`src/sv/wdw_pkg.sv`:
```
// shared constants, entry and code types for the weighted draw block
// no dependencies; used by every module of the block
`timescale 1ns / 1ps

package wdw_pkg;

   localparam int MAX_ENTRIES = 64;
   localparam int ID_BITS     = 16;

   localparam int IDX_W   = $clog2(MAX_ENTRIES);
   localparam int CNT_W   = $clog2(MAX_ENTRIES + 1);
   localparam int W_BITS  = 16;
   localparam int TOTAL_W = W_BITS + IDX_W;
   localparam int FRAC_W  = 16;
   localparam int PROD_W  = TOTAL_W + FRAC_W;

   typedef struct packed {
      logic [ID_BITS-1:0] id;
      logic [W_BITS-1:0]  weight;
   } entry_type;

   typedef enum logic [1:0] {
      OP_CLEAR = 2'd0,
      OP_ADD   = 2'd1,
      OP_DRAW  = 2'd2
   } op_type;

   typedef enum logic [2:0] {
      ST_DONE  = 3'd0,
      ST_DRAWN = 3'd1,
      ST_EMPTY = 3'd2,
      ST_FULL  = 3'd3,
      ST_ZERO  = 3'd4
   } status_type;

   typedef enum logic [2:0] {
      S_IDLE,
      S_ADD_SCAN,
      S_SUM_SCAN,
      S_SCALE,
      S_PICK_SCAN,
      S_RESP
   } state_type;

endpackage

```
`src/sv/wdw_cell.sv`:
```
// one cell of the candidate chain: holds an id and weight, passes it on when shifted
// depends on wdw_pkg
`timescale 1ns / 1ps

module wdw_cell (
   input  logic                 clock,
   input  logic                 shift,
   input  wdw_pkg::entry_type   d_in,
   output wdw_pkg::entry_type   q
);

   wdw_pkg::entry_type entry_ff;

   always_ff @(posedge clock) begin
      if (shift) begin
         entry_ff <= d_in;
      end
   end

   assign q = entry_ff;

endmodule

```
`src/sv/wdw_chain.sv`:
```
// circular row of candidate cells, head at cell 0, refilled at the tail
// depends on wdw_pkg and wdw_cell
`timescale 1ns / 1ps

module wdw_chain (
   input  logic                 clock,
   input  logic                 shift,
   input  wdw_pkg::entry_type   tail,
   output wdw_pkg::entry_type   head,
   output wdw_pkg::entry_type   next
);

   wdw_pkg::entry_type q [wdw_pkg::MAX_ENTRIES];

   genvar i;
   generate
      for (i = 0; i < wdw_pkg::MAX_ENTRIES; i++) begin : g_cell
         wdw_pkg::entry_type d;
         if (i == wdw_pkg::MAX_ENTRIES - 1) begin : g_last
            assign d = tail;
         end else begin : g_mid
            assign d = q[i+1];
         end
         wdw_cell u_cell (
            .clock (clock),
            .shift (shift),
            .d_in  (d),
            .q     (q[i])
         );
      end
   endgenerate

   assign head = q[0];
   assign next = q[1];

endmodule

```
`src/sv/weighted_draw_without_replacement.sv`:
```
// Weighted draw without replacement. Candidates sit in a circular chain of MAX_ENTRIES cells
// that rotates one place per cycle while a scan runs; a full rotation brings every entry back
// to its slot, and the controller at the head edits, appends or drops entries as they pass.
// Clear, an unused operation and a zero-weight add go from the accept cycle straight to the
// response. An add runs the accept cycle, one rotation, then the response. A draw runs the
// accept cycle, a rotation to sum the weights, a step to scale the random fraction by the
// total, a second rotation that finds the pick and closes the gap behind it, then the
// response; a draw on an empty table or zero total skips the second rotation. One item is
// worked on at a time; the result word is held in an output register until taken.
// depends on wdw_pkg and wdw_chain
`timescale 1ns / 1ps

module weighted_draw_without_replacement (
   input  logic         clock,
   input  logic         reset,
   input  logic         req_valid,
   output logic         req_stall,
   input  logic [1:0]   req_operation,
   input  logic [15:0]  req_item_id,
   input  logic [15:0]  req_weight,
   input  logic [15:0]  req_random_fraction,
   output logic         rsp_valid,
   input  logic         rsp_stall,
   output logic [2:0]   rsp_status,
   output logic [15:0]  rsp_drawn_id,
   output logic [6:0]   rsp_entry_count
);

   localparam int IDX_W   = wdw_pkg::IDX_W;
   localparam int CNT_W   = wdw_pkg::CNT_W;
   localparam int TOTAL_W = wdw_pkg::TOTAL_W;
   localparam int PROD_W  = wdw_pkg::PROD_W;
   localparam int W_BITS  = wdw_pkg::W_BITS;
   localparam int ID_BITS = wdw_pkg::ID_BITS;
   localparam int FRAC_W  = wdw_pkg::FRAC_W;
   localparam logic [IDX_W-1:0] LAST_STEP = IDX_W'(wdw_pkg::MAX_ENTRIES - 1);
   localparam logic [CNT_W-1:0] FULL_CNT  = CNT_W'(wdw_pkg::MAX_ENTRIES);

   wdw_pkg::state_type  state_ff, state_in;
   wdw_pkg::status_type status_ff, status_in;
   logic [CNT_W-1:0]    count_ff, count_in;
   logic [IDX_W-1:0]    step_ff, step_in;
   logic [ID_BITS-1:0]  id_ff, id_in;
   logic [W_BITS-1:0]   weight_ff, weight_in;
   logic [FRAC_W-1:0]   frac_ff, frac_in;
   logic                match_ff, match_in;
   logic                picked_ff, picked_in;
   logic [TOTAL_W-1:0]  total_ff, total_in;
   logic [TOTAL_W-1:0]  scaled_ff, scaled_in;
   logic [TOTAL_W-1:0]  prefix_ff, prefix_in;
   logic [ID_BITS-1:0]  got_ff, got_in;

   logic                rsp_valid_ff, rsp_valid_in;
   logic [2:0]          rsp_status_ff, rsp_status_in;
   logic [15:0]         rsp_drawn_id_ff, rsp_drawn_id_in;
   logic [6:0]          rsp_entry_count_ff, rsp_entry_count_in;

   logic                shift;
   wdw_pkg::entry_type  tail, head, next;

   logic                live, last, hit, match_now, pick_now;
   logic [W_BITS:0]     sat_sum;
   logic [TOTAL_W-1:0]  run_sum;
   logic [PROD_W-1:0]   product;

   wdw_chain u_chain (
      .clock (clock),
      .shift (shift),
      .tail  (tail),
      .head  (head),
      .next  (next)
   );

   always_ff @(posedge clock) begin
      if (reset) begin
         state_ff     <= wdw_pkg::S_IDLE;
         count_ff     <= '0;
         rsp_valid_ff <= 1'b0;
      end else begin
         state_ff     <= state_in;
         count_ff     <= count_in;
         rsp_valid_ff <= rsp_valid_in;
      end
   end

   always_ff @(posedge clock) begin
      status_ff          <= status_in;
      step_ff            <= step_in;
      id_ff              <= id_in;
      weight_ff          <= weight_in;
      frac_ff            <= frac_in;
      match_ff           <= match_in;
      picked_ff          <= picked_in;
      total_ff           <= total_in;
      scaled_ff          <= scaled_in;
      prefix_ff          <= prefix_in;
      got_ff             <= got_in;
      rsp_status_ff      <= rsp_status_in;
      rsp_drawn_id_ff    <= rsp_drawn_id_in;
      rsp_entry_count_ff <= rsp_entry_count_in;
   end

   assign live      = CNT_W'(step_ff) < count_ff;
   assign last      = step_ff == LAST_STEP;
   assign hit       = live && !match_ff && (head.id == id_ff);
   assign match_now = match_ff || hit;
   assign sat_sum   = {1'b0, head.weight} + {1'b0, weight_ff};
   assign run_sum   = prefix_ff + TOTAL_W'(head.weight);
   assign pick_now  = live && !picked_ff &&
                      ((run_sum > scaled_ff) || (CNT_W'(step_ff) == count_ff - CNT_W'(1)));
   assign product   = PROD_W'(total_ff) * PROD_W'(frac_ff);

   always_comb begin
      state_in           = state_ff;
      status_in          = status_ff;
      count_in           = count_ff;
      step_in            = step_ff;
      id_in              = id_ff;
      weight_in          = weight_ff;
      frac_in            = frac_ff;
      match_in           = match_ff;
      picked_in          = picked_ff;
      total_in           = total_ff;
      scaled_in          = scaled_ff;
      prefix_in          = prefix_ff;
      got_in             = got_ff;
      rsp_status_in      = rsp_status_ff;
      rsp_drawn_id_in    = rsp_drawn_id_ff;
      rsp_entry_count_in = rsp_entry_count_ff;
      rsp_valid_in       = rsp_valid_ff && rsp_stall;
      req_stall          = 1'b1;
      shift              = 1'b0;
      tail               = head;

      unique case (state_ff)
         wdw_pkg::S_IDLE: begin
            req_stall = 1'b0;
            if (req_valid) begin
               id_in     = ID_BITS'(req_item_id);
               weight_in = req_weight;
               frac_in   = req_random_fraction;
               step_in   = '0;
               match_in  = 1'b0;
               picked_in = 1'b0;
               total_in  = '0;
               prefix_in = '0;
               got_in    = '0;
               status_in = wdw_pkg::ST_DONE;
               state_in  = wdw_pkg::S_RESP;
               unique case (req_operation)
                  wdw_pkg::OP_CLEAR: begin
                     count_in = '0;
                  end
                  wdw_pkg::OP_ADD: begin
                     if (req_weight == '0) begin
                        status_in = wdw_pkg::ST_ZERO;
                     end else begin
                        state_in = wdw_pkg::S_ADD_SCAN;
                     end
                  end
                  wdw_pkg::OP_DRAW: begin
                     state_in = wdw_pkg::S_SUM_SCAN;
                  end
                  default: begin
                  end
               endcase
            end
         end

         wdw_pkg::S_ADD_SCAN: begin
            shift    = 1'b1;
            step_in  = step_ff + IDX_W'(1);
            match_in = match_now;
            if (hit) begin
               tail.weight = sat_sum[W_BITS] ? {W_BITS{1'b1}} : sat_sum[W_BITS-1:0];
            end else if (!match_ff && (CNT_W'(step_ff) == count_ff)) begin
               // first free slot passes after every live entry has been checked
               tail.id     = id_ff;
               tail.weight = weight_ff;
            end
            if (last) begin
               state_in = wdw_pkg::S_RESP;
               if (match_now) begin
                  status_in = wdw_pkg::ST_DONE;
               end else if (count_ff == FULL_CNT) begin
                  status_in = wdw_pkg::ST_FULL;
               end else begin
                  status_in = wdw_pkg::ST_DONE;
                  count_in  = count_ff + CNT_W'(1);
               end
            end
         end

         wdw_pkg::S_SUM_SCAN: begin
            shift   = 1'b1;
            step_in = step_ff + IDX_W'(1);
            if (live) begin
               total_in = total_ff + TOTAL_W'(head.weight);
            end
            if (last) begin
               state_in = wdw_pkg::S_SCALE;
            end
         end

         wdw_pkg::S_SCALE: begin
            scaled_in = product[PROD_W-1:FRAC_W];
            if ((count_ff == '0) || (total_ff == '0)) begin
               status_in = wdw_pkg::ST_EMPTY;
               state_in  = wdw_pkg::S_RESP;
            end else begin
               state_in = wdw_pkg::S_PICK_SCAN;
            end
         end

         wdw_pkg::S_PICK_SCAN: begin
            shift     = 1'b1;
            step_in   = step_ff + IDX_W'(1);
            prefix_in = run_sum;
            if (pick_now) begin
               picked_in = 1'b1;
               got_in    = head.id;
            end
            // from the pick on, refill with the look-ahead entry to close the gap
            if (picked_ff || pick_now) begin
               tail = next;
            end
            if (last) begin
               status_in = wdw_pkg::ST_DRAWN;
               count_in  = count_ff - CNT_W'(1);
               state_in  = wdw_pkg::S_RESP;
            end
         end

         wdw_pkg::S_RESP: begin
            if (!rsp_valid_ff || !rsp_stall) begin
               rsp_valid_in       = 1'b1;
               rsp_status_in      = status_ff;
               rsp_drawn_id_in    = (status_ff == wdw_pkg::ST_DRAWN) ? 16'(got_ff) : 16'd0;
               rsp_entry_count_in = 7'(count_ff);
               state_in           = wdw_pkg::S_IDLE;
            end
         end

         default: begin
            state_in = wdw_pkg::S_IDLE;
         end
      endcase
   end

   assign rsp_valid       = rsp_valid_ff;
   assign rsp_status      = rsp_status_ff;
   assign rsp_drawn_id    = rsp_drawn_id_ff;
   assign rsp_entry_count = rsp_entry_count_ff;

endmodule

```
`config.mk`:
```
export PLATFORM = sky130hd
export DESIGN_NAME = weighted_draw_without_replacement
export DESIGN_NICKNAME = d
export VERILOG_FILES = /design/src/sv/wdw_pkg.sv /design/src/sv/wdw_cell.sv /design/src/sv/wdw_chain.sv /design/src/sv/weighted_draw_without_replacement.sv
export SDC_FILE = /design/constraint.sdc
export NUM_CORES = 2
export LEC_CHECK = 0
export BUFFER_PORTS_ARGS = -buffer_cell sky130_fd_sc_hd__clkbuf_2
export CAP_MARGIN = 20
export CORE_MARGIN = 8
export CORE_UTILIZATION = 49
export CTS_CLUSTER_SIZE = 24
export DETAILED_ROUTE_END_ITERATION = 16
export GPL_TIMING_DRIVEN = 1
export HOLD_SLACK_MARGIN = 0.08
export PLACE_DENSITY = 0.66
export SETUP_SLACK_MARGIN = 0.15
export SKIP_CTS_REPAIR_TIMING = 1
export SLEW_MARGIN = 20
export SYNTH_ARGS = -nofsm -noshare
export SYNTH_HDL_FRONTEND = slang
export SYNTH_SLANG_ARGS = --single-unit
```
`constraint.sdc`:
```
create_clock -name clock -period 109.2 [get_ports clock]
set_input_delay 21.84 -clock clock [delete_from_list [all_inputs] [get_ports clock]]
set_output_delay 21.84 -clock clock [all_outputs]
set_load 0.1 [all_outputs]
```
==> flow_summary.toml <==
[sta]
tightest_slew_ns = 1.10
setup_viol = 0
slew_violations = 0
rsz0062_at_grt = "false"
hold_viol_final = 0
finalCriticalPeriod_ns = 24.10
slew_headroom_pct = 26.5
fmax_ghz = 0.0415
setup_tns_ns = 0
clock_skew_ns = 0.0593
final.period_utilization_pct = 22.1
hold_ws_ns = 0.389

[worst_setup_path]
max_stage_delay_ns = 0.67
cp_cell_sequence = "nor3_1 -> inv_1 -> clkbuf_2"
arrival_ns = 2.26
path_max_fanout = 18
cp.required_ns = 87.36
cpMaxStageDelayCell = "dfxtp_1"
startpoint = "state_ff[1]"
worstSetupStartpointType = "register"
r2r-start = "frac_ff[1]"
critPathCaptureType = "primary output"
crit_type = "reg -> out"

[min_path]
hold_path_class = "reg -> reg"
min_from = "u_chain.g_cell[26].u_cell.q[9]"

[outcome]
status = "finished clean"

[floorplanning]
start_util_pct = 49.3
die_x_um = 429
core_area_um2 = 169000
io_pins = 82
fp.dieArea_um2 = 184000
dieHeight_um = 429
rows = 151

[cts]
cts_tree = "done"
numClockSinks = 2226
htreeDepth = 4
insertion_delay_ns = 0.81
numCtsBuffers = 208
cts_root_buffer = "clkbuf_16"
max-clock-path-buffers = 3
clk_pin_slew_ns = 0.06

[synthesis]
synth_top_family_by_area = "adder cells"
netlist_top_cells_area = "edfxtp_1, fa_1, ha_1"
synth_most_common_cell = "edfxtp_1"
ys_seq_area_share_pct = 79.9
synthCells = 4387
synth_seq_cells = 2226
yosys.area.top_type = "edfxtp_1"
synthTopCellsByCount = "edfxtp_1, inv_1, nand2_1"
synth_xor_area_share_pct = 0.934
synth-compound-area-share_pct = 2.72
yosys.area_share.simple_pct = 4.24
synth.distinct_cells = 65
synth_flop_cell = "edfxtp_1"
syn_nets = 4908
ys_async_sr_fraction_pct = 0
postSynthAreaPerCell_um2 = 19.0
synth_edf_count = 2215
yosysTopAreaCellShare_pct = 79.7
synth_area_um2 = 83500
synthAdderAreaFrac_pct = 9.52
ys_warn_count = 0
muxShareOfSynthArea_pct = 0.336

[finish]
nets = 5131
fin_cells = 7010
area_delta_synth_final_pct = 11.8
drive_above_1_share_pct = 9.29
finish.utilization_pct = 55.2

[detailed_routing]
drtPass1Iterations = 7
drt-initial-drc-count = 3245
dr_total_vias = 36269
viasPerCell = 5.17
postRouteWirelength_mm = 134
routedWlPerCell_um = 19.2
ant_nets = 0
drc_errors = 0

[placed_design]
dp.cells = 6618
port-buffer-count = 81
routabilityCongestion = 0.804
hpwl_mm = 77.9

[global_routing]
grt_use_total_pct = 14.5
grt_pass1_vias = 36201
grt_pass1_wl_mm = 210
overflow = 0
antenna_found_initial = 5
grt_max_degree = 210

[run]
drv_cap = 0
## worst paths after layout
check	to	slack, ns	depth (start not counted)
worst min register to register	u_chain.g_cell[25].u_cell.q[9]	0.39	0
worst min-delay path	u_chain.g_cell[25].u_cell.q[9]	0.39	0
worst max register to register	scaled_ff[8]	102.06	19
worst max-delay path	req_stall	85.10	3
## sequential cells by signal, indices dropped and copies added, names as in the netlist, 3 cells and up
| name | count |
|---|---|
| count_ff | 7 |
| frac_ff | 16 |
| got_ff | 16 |
| id_ff | 16 |
| prefix_ff | 22 |
| rsp_drawn_id | 16 |
| rsp_entry_count | 7 |
| rsp_status | 3 |
| scaled_ff | 22 |
| state_ff | 3 |
| status_ff | 3 |
| step_ff | 6 |
| total_ff | 22 |
| u_chain.g_cell.u_cell.q | 2048 |
| weight_ff | 16 |
## critical path, delay by kind of cell, from the launching register on
family,cells,cell delay (ns)
flip-flops,1,0.67
buffers and inverters,2,0.64
AND/OR/NAND/NOR,1,0.14
## per-layer routing
layer	wire (um)	share of wire [%]	up-vias	track usage, %
met4	4110	3.1	0	5.23
li1	-	-	16514	-
met5	0	0	-	0
met3	6150	4.6	288	2.53
met2	60900	45	861	21.9
met1	63200	47	18606	21.3
## placed cells by master, fill, tap and decap left out, drive strengths merged, types with 29 or more instances in the layout
cell    synthesis  final
inv           397    409
clkbuf         95    327
a21o           29     29
nand2         289    289
edfxtp       2215   2215
o21ai          69     69
a21oi          87     87
nor2          108    108
nor3           32     32
buf            13     40
xor2           31     31
xnor2          58     58
clkinv          0    104
fa            280    280
ha            187    187
and2          173    173
## stage by stage
step | instance area (um^2) | setup slack, ns
2_1_floorplan | 83500 | 66.60
3_3_place_gp | 86600 | 85.15
3_5_place_dp | 86600 | 85.04
4_1_cts | 93300 | 85.04
5_1_grt | 93400 | 84.96
6_report | 93400 | 85.10
## area by class of cell
class | count | area [um^2]
Timing Repair Buffer | 121 | 754
Sequential cell | 2226 | 66700
Inverter | 397 | 1500
Clock inverter | 142 | 1380
Tap cell | 2218 | 2780
Fill cell | 12802 | 75900
Antenna cell | 4 | 10.0
Multi-Input combinational cell | 1656 | 14900
Clock buffer | 246 | 5350
## kinds of logic (layout without fill, tap and decap cells)
group / count (synthesis) / count (layout)
flops: 2226 / 2226
simple gates: 731 / 731
buf+inv: 505 / 906
fa+ha+maj: 467 / 467
compound gates: 341 / 341
xor+xnor: 89 / 89
mux: 28 / 28
other cells: 0 / 4
Power is not shown: default switching activity piles up to over one toggle a cycle in this logic, so the estimate is an artifact.
